[src/hw/rtl/trm_pkg.sv]
`timescale 1ns / 1ps
`default_nettype none
// ----------------------------------------------------------------------------
// trm_pkg
// Shared types and constants for the token/request matcher.
// ----------------------------------------------------------------------------
package trm_pkg;

  localparam int PeerCount  = 8;
  localparam int PeerScan   = 255;
  localparam int TokenSlots = 16;
  localparam int NamedSlots = 16;
  localparam int AnySlots   = 16;
  localparam int TokW = $clog2(TokenSlots);
  localparam int NamW = $clog2(NamedSlots);
  localparam int AnyW = $clog2(AnySlots);

  typedef enum logic [1:0] {
    FUNC_NAMED = 2'd0,
    FUNC_ANY   = 2'd1,
    FUNC_TOKEN = 2'd2,
    FUNC_NONE  = 2'd3
  } func_e;

  typedef enum logic [1:0] {
    OUT_DISPATCH = 2'd0,
    OUT_REQ_HELD = 2'd1,
    OUT_TOK_HELD = 2'd2,
    OUT_DROPPED  = 2'd3
  } outcome_e;

  typedef struct packed {
    logic [1:0] func;
    logic [2:0] peer;
    logic [7:0] protocol;
    logic [7:0] sequence_number;
    logic [7:0] request_tag;
  } item_t;

  typedef struct packed {
    logic [1:0] outcome;
    logic [7:0] out_tag;
    logic [2:0] out_peer;
    logic [7:0] out_protocol;
    logic [7:0] out_sequence;
  } result_t;

  // controller -> datapath
  typedef struct packed {
    logic load;   // capture the input beat
    logic commit; // search result applied to the stores
  } trm_cmd_t;

  // datapath -> controller
  typedef struct packed {
    logic valid_func;
  } trm_sts_t;

endpackage
`default_nettype wire

[src/hw/rtl/token_request_matcher.sv]
`timescale 1ns / 1ps
`default_nettype none
// From input beat to result beat: capture, then search and commit.
// A new item is taken only once the previous one is finished; single search/compaction stage.
// A func 3 beat produces no result.
// Reset (rst_ni low, asynchronous) empties all three stores at once.
// ----------------------------------------------------------------------------
// token_request_matcher
// Matches receive requests against arrived control tokens.
// ----------------------------------------------------------------------------
module token_request_matcher (
  input  wire         clk_i,
  input  wire         rst_ni,
  input  wire         s_tvalid_i,
  output logic        s_tready_o,
  input  wire  [31:0] s_tdata_i,  // func, peer, protocol, sequence_number, request_tag, pad
  output logic        m_tvalid_o,
  input  wire         m_tready_i,
  output logic [31:0] m_tdata_o   // outcome, out_tag, out_peer, out_protocol, out_sequence, pad
);
  import trm_pkg::*;

  item_t     item;
  result_t   res;
  trm_cmd_t  cmd;
  trm_sts_t  sts;

  assign item.func            = s_tdata_i[1:0];
  assign item.peer            = s_tdata_i[4:2];
  assign item.protocol        = s_tdata_i[12:5];
  assign item.sequence_number = s_tdata_i[20:13];
  assign item.request_tag     = s_tdata_i[28:21];

  assign m_tdata_o = {3'b000, res.out_sequence, res.out_protocol, res.out_peer,
                      res.out_tag, res.outcome};

  trm_ctrl u_ctrl (
    .clk_i, .rst_ni, .s_tvalid_i, .s_tready_o, .m_tvalid_o, .m_tready_i,
    .sts_i(sts), .cmd_o(cmd)
  );

  trm_datapath u_dp (
    .clk_i, .rst_ni, .item_i(item), .cmd_i(cmd), .sts_o(sts), .res_o(res)
  );

endmodule
`default_nettype wire

[src/hw/rtl/trm_datapath.sv]
`timescale 1ns / 1ps
`default_nettype none
// ----------------------------------------------------------------------------
// trm_datapath
// Three ordered stores with parallel compare, priority pick and compaction.
// ----------------------------------------------------------------------------
module trm_datapath (
  input  wire                 clk_i,
  input  wire                 rst_ni,
  input  trm_pkg::item_t      item_i,
  input  trm_pkg::trm_cmd_t   cmd_i,
  output trm_pkg::trm_sts_t   sts_o,
  output trm_pkg::result_t    res_o
);
  import trm_pkg::*;

  item_t it_q;

  logic [2:0] tk_peer_q [TokenSlots];
  logic [7:0] tk_pro_q  [TokenSlots];
  logic [7:0] tk_seq_q  [TokenSlots];
  logic [TokW:0] tk_cnt_q;

  logic [2:0] nm_peer_q [NamedSlots];
  logic [7:0] nm_pro_q  [NamedSlots];
  logic [7:0] nm_seq_q  [NamedSlots];
  logic [7:0] nm_tag_q  [NamedSlots];
  logic [NamW:0] nm_cnt_q;

  logic [7:0] an_pro_q [AnySlots];
  logic [7:0] an_seq_q [AnySlots];
  logic [7:0] an_tag_q [AnySlots];
  logic [AnyW:0] an_cnt_q;

  logic [TokenSlots-1:0] tk_hit_named, tk_hit_any;
  logic [NamedSlots-1:0] nm_hit;
  logic [AnySlots-1:0]   an_hit;

  always_comb begin
    for (int i = 0; i < TokenSlots; i++) begin
      tk_hit_named[i] = (i < tk_cnt_q) && tk_peer_q[i] == it_q.peer &&
                        tk_pro_q[i] == it_q.protocol && tk_seq_q[i] == it_q.sequence_number;
      tk_hit_any[i] = (i < tk_cnt_q) && (int'(tk_peer_q[i]) < PeerCount) &&
                      (int'(tk_peer_q[i]) < PeerScan) &&
                      tk_pro_q[i] == it_q.protocol && tk_seq_q[i] == it_q.sequence_number;
    end
    for (int i = 0; i < NamedSlots; i++)
      nm_hit[i] = (i < nm_cnt_q) && nm_peer_q[i] == it_q.peer &&
                  nm_pro_q[i] == it_q.protocol && nm_seq_q[i] == it_q.sequence_number;
    for (int i = 0; i < AnySlots; i++)
      an_hit[i] = (i < an_cnt_q) && an_pro_q[i] == it_q.protocol &&
                  an_seq_q[i] == it_q.sequence_number;
  end

  // oldest named hit
  logic tn_f; logic [TokW-1:0] tn_idx;
  always_comb begin
    tn_f = 1'b0; tn_idx = '0;
    for (int i = TokenSlots-1; i >= 0; i--)
      if (tk_hit_named[i]) begin tn_f = 1'b1; tn_idx = TokW'(i); end
  end

  // lowest peer, then oldest
  logic ta_f; logic [TokW-1:0] ta_idx; logic [2:0] ta_peer;
  always_comb begin
    ta_f = 1'b0; ta_idx = '0; ta_peer = '0;
    for (int i = 0; i < TokenSlots; i++)
      if (tk_hit_any[i] && (!ta_f || tk_peer_q[i] < ta_peer)) begin
        ta_f = 1'b1; ta_idx = TokW'(i); ta_peer = tk_peer_q[i];
      end
  end

  logic nm_f; logic [NamW-1:0] nm_idx;
  always_comb begin
    nm_f = 1'b0; nm_idx = '0;
    for (int i = NamedSlots-1; i >= 0; i--)
      if (nm_hit[i]) begin nm_f = 1'b1; nm_idx = NamW'(i); end
  end

  logic an_f; logic [AnyW-1:0] an_idx;
  always_comb begin
    an_f = 1'b0; an_idx = '0;
    for (int i = AnySlots-1; i >= 0; i--)
      if (an_hit[i]) begin an_f = 1'b1; an_idx = AnyW'(i); end
  end

  // decision
  logic tk_rm, tk_add, nm_rm, nm_add, an_rm, an_add;
  logic [TokW-1:0] tk_rm_idx;
  result_t res_d;
  always_comb begin
    tk_rm = 1'b0; tk_add = 1'b0; nm_rm = 1'b0; nm_add = 1'b0;
    an_rm = 1'b0; an_add = 1'b0; tk_rm_idx = tn_idx;
    res_d.outcome      = OUT_DROPPED;
    res_d.out_tag      = it_q.request_tag;
    res_d.out_peer     = it_q.peer;
    res_d.out_protocol = it_q.protocol;
    res_d.out_sequence = it_q.sequence_number;
    case (func_e'(it_q.func))
      FUNC_NAMED: begin
        if (tn_f) begin
          tk_rm = 1'b1; res_d.outcome = OUT_DISPATCH;
        end else if (nm_cnt_q < (NamW+1)'(NamedSlots)) begin
          nm_add = 1'b1; res_d.outcome = OUT_REQ_HELD;
        end
      end
      FUNC_ANY: begin
        if (ta_f) begin
          tk_rm = 1'b1; tk_rm_idx = ta_idx;
          res_d.outcome = OUT_DISPATCH; res_d.out_peer = ta_peer;
        end else begin
          res_d.out_peer = '0;
          if (an_cnt_q < (AnyW+1)'(AnySlots)) begin
            an_add = 1'b1; res_d.outcome = OUT_REQ_HELD;
          end
        end
      end
      FUNC_TOKEN: begin
        if (an_f) begin
          an_rm = 1'b1; res_d.outcome = OUT_DISPATCH; res_d.out_tag = an_tag_q[an_idx];
        end else if (nm_f) begin
          nm_rm = 1'b1; res_d.outcome = OUT_DISPATCH; res_d.out_tag = nm_tag_q[nm_idx];
        end else begin
          res_d.out_tag = '0;
          if (tk_cnt_q < (TokW+1)'(TokenSlots)) begin
            tk_add = 1'b1; res_d.outcome = OUT_TOK_HELD;
          end
        end
      end
      default: ;
    endcase
  end

  assign sts_o.valid_func = (it_q.func != FUNC_NONE);

  always_ff @(posedge clk_i) begin
    if (cmd_i.load) it_q <= item_i;
    if (cmd_i.commit) res_o <= res_d;
  end

  // stores: compaction on removal, append at count
  always_ff @(posedge clk_i) begin
    if (cmd_i.commit) begin
      if (tk_rm)
        for (int i = 0; i < TokenSlots-1; i++)
          if (TokW'(i) >= tk_rm_idx) begin
            tk_peer_q[i] <= tk_peer_q[i+1];
            tk_pro_q[i]  <= tk_pro_q[i+1];
            tk_seq_q[i]  <= tk_seq_q[i+1];
          end
      if (tk_add) begin
        tk_peer_q[tk_cnt_q[TokW-1:0]] <= it_q.peer;
        tk_pro_q[tk_cnt_q[TokW-1:0]]  <= it_q.protocol;
        tk_seq_q[tk_cnt_q[TokW-1:0]]  <= it_q.sequence_number;
      end
      if (nm_rm)
        for (int i = 0; i < NamedSlots-1; i++)
          if (NamW'(i) >= nm_idx) begin
            nm_peer_q[i] <= nm_peer_q[i+1];
            nm_pro_q[i]  <= nm_pro_q[i+1];
            nm_seq_q[i]  <= nm_seq_q[i+1];
            nm_tag_q[i]  <= nm_tag_q[i+1];
          end
      if (nm_add) begin
        nm_peer_q[nm_cnt_q[NamW-1:0]] <= it_q.peer;
        nm_pro_q[nm_cnt_q[NamW-1:0]]  <= it_q.protocol;
        nm_seq_q[nm_cnt_q[NamW-1:0]]  <= it_q.sequence_number;
        nm_tag_q[nm_cnt_q[NamW-1:0]]  <= it_q.request_tag;
      end
      if (an_rm)
        for (int i = 0; i < AnySlots-1; i++)
          if (AnyW'(i) >= an_idx) begin
            an_pro_q[i] <= an_pro_q[i+1];
            an_seq_q[i] <= an_seq_q[i+1];
            an_tag_q[i] <= an_tag_q[i+1];
          end
      if (an_add) begin
        an_pro_q[an_cnt_q[AnyW-1:0]] <= it_q.protocol;
        an_seq_q[an_cnt_q[AnyW-1:0]] <= it_q.sequence_number;
        an_tag_q[an_cnt_q[AnyW-1:0]] <= it_q.request_tag;
      end
    end
  end

  always_ff @(posedge clk_i or negedge rst_ni) begin
    if (!rst_ni) begin
      tk_cnt_q <= '0; nm_cnt_q <= '0; an_cnt_q <= '0;
    end else if (cmd_i.commit) begin
      if (tk_rm) tk_cnt_q <= tk_cnt_q - 1'b1;
      else if (tk_add) tk_cnt_q <= tk_cnt_q + 1'b1;
      if (nm_rm) nm_cnt_q <= nm_cnt_q - 1'b1;
      else if (nm_add) nm_cnt_q <= nm_cnt_q + 1'b1;
      if (an_rm) an_cnt_q <= an_cnt_q - 1'b1;
      else if (an_add) an_cnt_q <= an_cnt_q + 1'b1;
    end
  end

  a_tk_cnt: assert property (@(posedge clk_i) disable iff (!rst_ni)
    tk_cnt_q <= (TokW+1)'(TokenSlots)) else $error("token count overflow");
  a_nm_cnt: assert property (@(posedge clk_i) disable iff (!rst_ni)
    nm_cnt_q <= (NamW+1)'(NamedSlots)) else $error("named count overflow");
  a_an_cnt: assert property (@(posedge clk_i) disable iff (!rst_ni)
    an_cnt_q <= (AnyW+1)'(AnySlots)) else $error("any count overflow");
  a_one_store: assert property (@(posedge clk_i) disable iff (!rst_ni)
    cmd_i.commit |-> $countones({tk_rm, tk_add, nm_rm, nm_add, an_rm, an_add}) <= 1)
    else $error("more than one store touched");

endmodule
`default_nettype wire

[src/hw/rtl/trm_ctrl.sv]
`timescale 1ns / 1ps
`default_nettype none
// ----------------------------------------------------------------------------
// trm_ctrl
// Handshake sequencer: take beat, search and commit, present result unless func is none.
// ----------------------------------------------------------------------------
module trm_ctrl (
  input  wire                 clk_i,
  input  wire                 rst_ni,
  input  wire                 s_tvalid_i,
  output logic                s_tready_o,
  output logic                m_tvalid_o,
  input  wire                 m_tready_i,
  input  trm_pkg::trm_sts_t   sts_i,
  output trm_pkg::trm_cmd_t   cmd_o
);
  import trm_pkg::*;

  typedef enum logic [1:0] {ST_IDLE, ST_EXEC, ST_OUT} state_e;
  state_e state_q;

  assign s_tready_o  = (state_q == ST_IDLE);
  assign m_tvalid_o  = (state_q == ST_OUT);
  assign cmd_o.load   = s_tready_o && s_tvalid_i;
  assign cmd_o.commit = (state_q == ST_EXEC);

  always_ff @(posedge clk_i or negedge rst_ni) begin
    if (!rst_ni) begin
      state_q <= ST_IDLE;
    end else begin
      case (state_q)
        ST_IDLE: if (s_tvalid_i) state_q <= ST_EXEC;
        ST_EXEC: state_q <= sts_i.valid_func ? ST_OUT : ST_IDLE;
        ST_OUT:  if (m_tready_i) state_q <= ST_IDLE;
        default: state_q <= ST_IDLE;
      endcase
    end
  end

  a_no_overlap: assert property (@(posedge clk_i) disable iff (!rst_ni)
    m_tvalid_o |-> !s_tready_o) else $error("input taken while result pending");
  a_exec_once: assert property (@(posedge clk_i) disable iff (!rst_ni)
    cmd_o.commit |=> !cmd_o.commit) else $error("double commit");
  a_load_exec: assert property (@(posedge clk_i) disable iff (!rst_ni)
    cmd_o.load |=> cmd_o.commit) else $error("load not followed by commit");

endmodule
`default_nettype wire
[config.mk]
export PLATFORM = sky130hd
export DESIGN_NAME = token_request_matcher
export DESIGN_NICKNAME = d
export VERILOG_FILES = /design/src/hw/rtl/trm_pkg.sv /design/src/hw/rtl/token_request_matcher.sv /design/src/hw/rtl/trm_datapath.sv /design/src/hw/rtl/trm_ctrl.sv
export SDC_FILE = /design/constraint.sdc
export NUM_CORES = 2
export LEC_CHECK = 0
export ABC_AREA = 1
export BUFFER_PORTS_ARGS = -buffer_cell sky130_fd_sc_hd__buf_2
export CORE_MARGIN = 2
export CORE_UTILIZATION = 50
export DETAILED_ROUTE_END_ITERATION = 16
export PLACE_DENSITY = 0.65
export SETUP_SLACK_MARGIN = 0.02
export SLEW_MARGIN = 20
export SYNTH_ARGS = -nofsm -noshare
export SYNTH_HDL_FRONTEND = slang
export SYNTH_SLANG_ARGS = --single-unit
[constraint.sdc]
create_clock -name clk_i -period 28.4 [get_ports clk_i]
set_input_delay 0 -clock clk_i [delete_from_list [all_inputs] [get_ports clk_i]]
set_output_delay 0 -clock clk_i [all_outputs]
set_load 0.01 [all_outputs]
==> impl_results.md <==
- Postcts setup bufs: 0
- Yosys reg bits: 1195
- Initial antenna violation count: 2
- Clock skew: 0.0406 ns
- Final #Nets: about 6900
- Worst Max-Slew Pin Slew: 1.12 ns
- Pins Over Slew Limit: 0
- Most frequent cell after synthesis: nand2_1
- Die H: roughly 360 µm
- CTS Buffer Depth: 3
- GP Congestion: 0.959
- Initial DRC count: 6531
- First-pass GRT wire length: 314 mm
- Critical path class: reg2reg
- Die W: 364 µm
- Root Driver: clkbuf_16
- Final Critical Period: ~20 ns
- DRC errors left: 0
- Yosys cell types: 64
- Share of cells above drive strength 1: 8.84%
- CP Data Required Time: 28.65 ns
- Hold-fix buffers, CTS: 65
- Rel. slew slack: between 20% and 30%
- Antenna fix cells: 0
- Worst r2r src: u_dp.it_q[22]$_DFFE_PP_
- Critical Path AT: about 20 ns
- Area contributors post-synth: edfxtp_1 55%, nand2_1 11%, o21ai_0 9.6%
- CTS clock-pin slew for the worst setup and hold paths: 0.06 ns
- Synth warn: 0
- Ys async rst share: ~1.4%
- Crit-path slowest cell: nand3_1
- Hold Slack: around 0.45 ns
- Most used cell, CP: nand2_1
- Pleak: 0.0277 µW
- Setup_tns: 0 ns
- Final hold violations: 0
- Slowest stage delay, CP: about 0.69 ns
- Ys flop type: edfxtp_1
- Sequential cell area: 0.0358 mm²
- PostCTS Resize Cnt: 0
- H-tree depth: 4
- Total GRT Usage: 31.7%
- Die area: ~0.13 mm²
- Io pins: 70
- Port bufs: 63
- Site Rows: 132
- DP Wirelength: 138 mm
- CP endpoint kind: flip-flop
- CTS Sinks: 1195
- Top cell type's share of synthesized area: 54.5%
- Number of global-route vias before repair: 49700
- Clk_lat worst skew: between 0.7 and 0.8 ns
- Synthesized area: 0.0649 mm²
- Starting density of the core: 50.2%
- Drt via density: 6.10
- Commonest cells post-synth: 1820 x nand2_1, 1247 x o21ai_0, 1178 x edfxtp_1, 426 x clkbuf_1, 293 x inv_1
- # setup viols final: 0
- DR WL/cell: 24.5 µm
- Startpoint types: flip-flop
- Area Overhead vs Synth: 10.6%
- Largest net degree at the start of global routing: 69
- RSZ-0062 raised after global routing: false
- R2R Setup Slk: 8.10 ns
- Final Instance Area: 0.0718 mm²
- Core ar.: 0.129 mm²
- Footprint of the multi-input gates: 0.0260 mm²
- Fill count: around 11000
- Worst R2R Path Depth: roughly 130
- Routed WL: 213 mm
- Max Fclk: 49.3 MHz
- MaxCap Viol Count: 0
- Number of synthesized flops with an enable pin: 1178
- Peak VDD IR: 0.0706 mV
- Initial DRT Pass Iterations: 6
- CTS tree: done
- Synth Area per Inst: between 9 and 10 µm²
- Placement-stage cell area: 0.0667 mm²
- Post-Synthesis Cells: 6931
- Post-synthesis sequential area ratio: 55.2%
- Worst Hold Class: in2async
- TritonCTS buffer count: 136
- Power density cells: between 60 and 70 mW/mm²
- Final worst-path cycle share: 71.5%
- Total gr overflow: 0
- Vias: 53100
- Worst R2R End: u_dp.tk_peer_q[14][1]$_DFFE_PP_
- Outcome: complete, no violations
- Yosys top cell by area: edfxtp_1
- Worst-path fanout max: 42
- Post-route ant nets: 0
==> state kept, by name, indices dropped and copies added, names as in the netlist, 48 cells and up <==
name            cells
u_dp.nm_tag_q     128
u_dp.tk_peer_q     48
u_dp.tk_seq_q     128
u_dp.nm_pro_q     128
u_dp.tk_pro_q     128
u_dp.nm_seq_q     128
u_dp.nm_peer_q     48
u_dp.an_tag_q     128
u_dp.an_seq_q     128
u_dp.an_pro_q     128
==> report_power, final <==
group	internal [µW]	switching, µW	leakage, µW
registers	1980	42.7	0.0108
clock network	1010	739	0.00211
logic	198	583	0.0148
total	3190	1360	0.0277
==> per-layer routing <==
| layer | wire (µm) | GRT usage (%) | vias up |
|---|---|---|---|
| met2 | 98700 | 51.2 | 2884 |
| met3 | 19900 | 5.24 | 522 |
| met4 | 8800 | 12.8 | 0 |
| li1 | - | - | 24100 |
| met5 | 0 | 0 | - |
| met1 | 85600 | 42.5 | 25600 |
==> stage by stage <==
| stage | power (µW) | std cells | utilization (%) | worst slack [ns] |
|---|---|---|---|---|
| CTS | 4550 | 8711 | 55.5 | 8.17 |
| global route | 4680 | 8711 | 55.6 | 6.07 |
| detailed placement | 2810 | 8403 | 51.7 | 8.30 |
| floorplan | 2500 | 6933 | - | 11.83 |
| global placement | 2810 | 8403 | 51.7 | 8.33 |
| finish | 4560 | 8711 | 55.6 | 8.10 |
==> placed cells by master (no fill, tap or decap), drive strengths merged, types with 6 or more instances in the layout <==
cell type       n
dlygate4sd3    64
clkinvlp        7
xor2          247
o21ai        1257
a22o           26
nor4          102
nor4b           6
a211oi         15
inv           304
nor3b           6
dfrtp          17
or2            88
bufinv         12
a21oi          36
nor2          265
a221o          14
a221oi         26
buf           227
nand4         144
o22ai          75
xnor2         278
o211ai         54
o221ai         25
nor3           61
clkinv         75
edfxtp       1178
ha             38
nand3b         11
o2111ai        27
nand3         195
clkbuf        162
a2111oi         8
or4             6
nand2        1865
a31oi          13
==> cell families after synthesis <==
group | synth area share, %
XOR/XNOR | 7.14
buffers and inverters | 4.93
adder cells (fa/ha/maj) | 0.733
multiplexers | 0.0983
flip-flops | 55.2
AND/OR/NAND/NOR | 18.4
other | 0.00578
AO/OA/AOI/OAI | 13.6
==> cell type report <==
type | instances | share of cell area (%)
clock buffer | 162 | 5.01
clock inverter | 81 | 1.04
multi-input combinational | 4923 | 36.3
inverter | 317 | 1.70
tap | 1742 | 3.04
sequential | 1195 | 49.9
timing repair buffer | 291 | 3.07
==> critical path: cells and delay by family (launching register included) <==
kind	cells	cell delay, ns
simple gates	63	6.37
compound gates	24	5.11
buf+inv	28	3.08
mux	2	0.65
flops	1	0.33
fa+ha+maj	14	4.12
==> worst max path at each step <==
stage | from | to | slack, ns
floorplan | u_dp.it_q[15]$_DFFE_PP_ | u_dp.tk_peer_q[5][0]$_DFFE_PP_ | 11.83
global placement | u_dp.it_q[22]$_DFFE_PP_ | u_dp.tk_pro_q[14][0]$_DFFE_PP_ | 8.33
detailed placement | u_dp.it_q[22]$_DFFE_PP_ | u_dp.tk_pro_q[14][1]$_DFFE_PP_ | 8.30
CTS | u_dp.it_q[22]$_DFFE_PP_ | u_dp.tk_peer_q[14][1]$_DFFE_PP_ | 8.17
global route | u_dp.it_q[22]$_DFFE_PP_ | u_dp.tk_pro_q[12][6]$_DFFE_PP_ | 6.07
finish | u_dp.it_q[22]$_DFFE_PP_ | u_dp.tk_peer_q[14][1]$_DFFE_PP_ | 8.10
(Power assumes the default switching activity.)
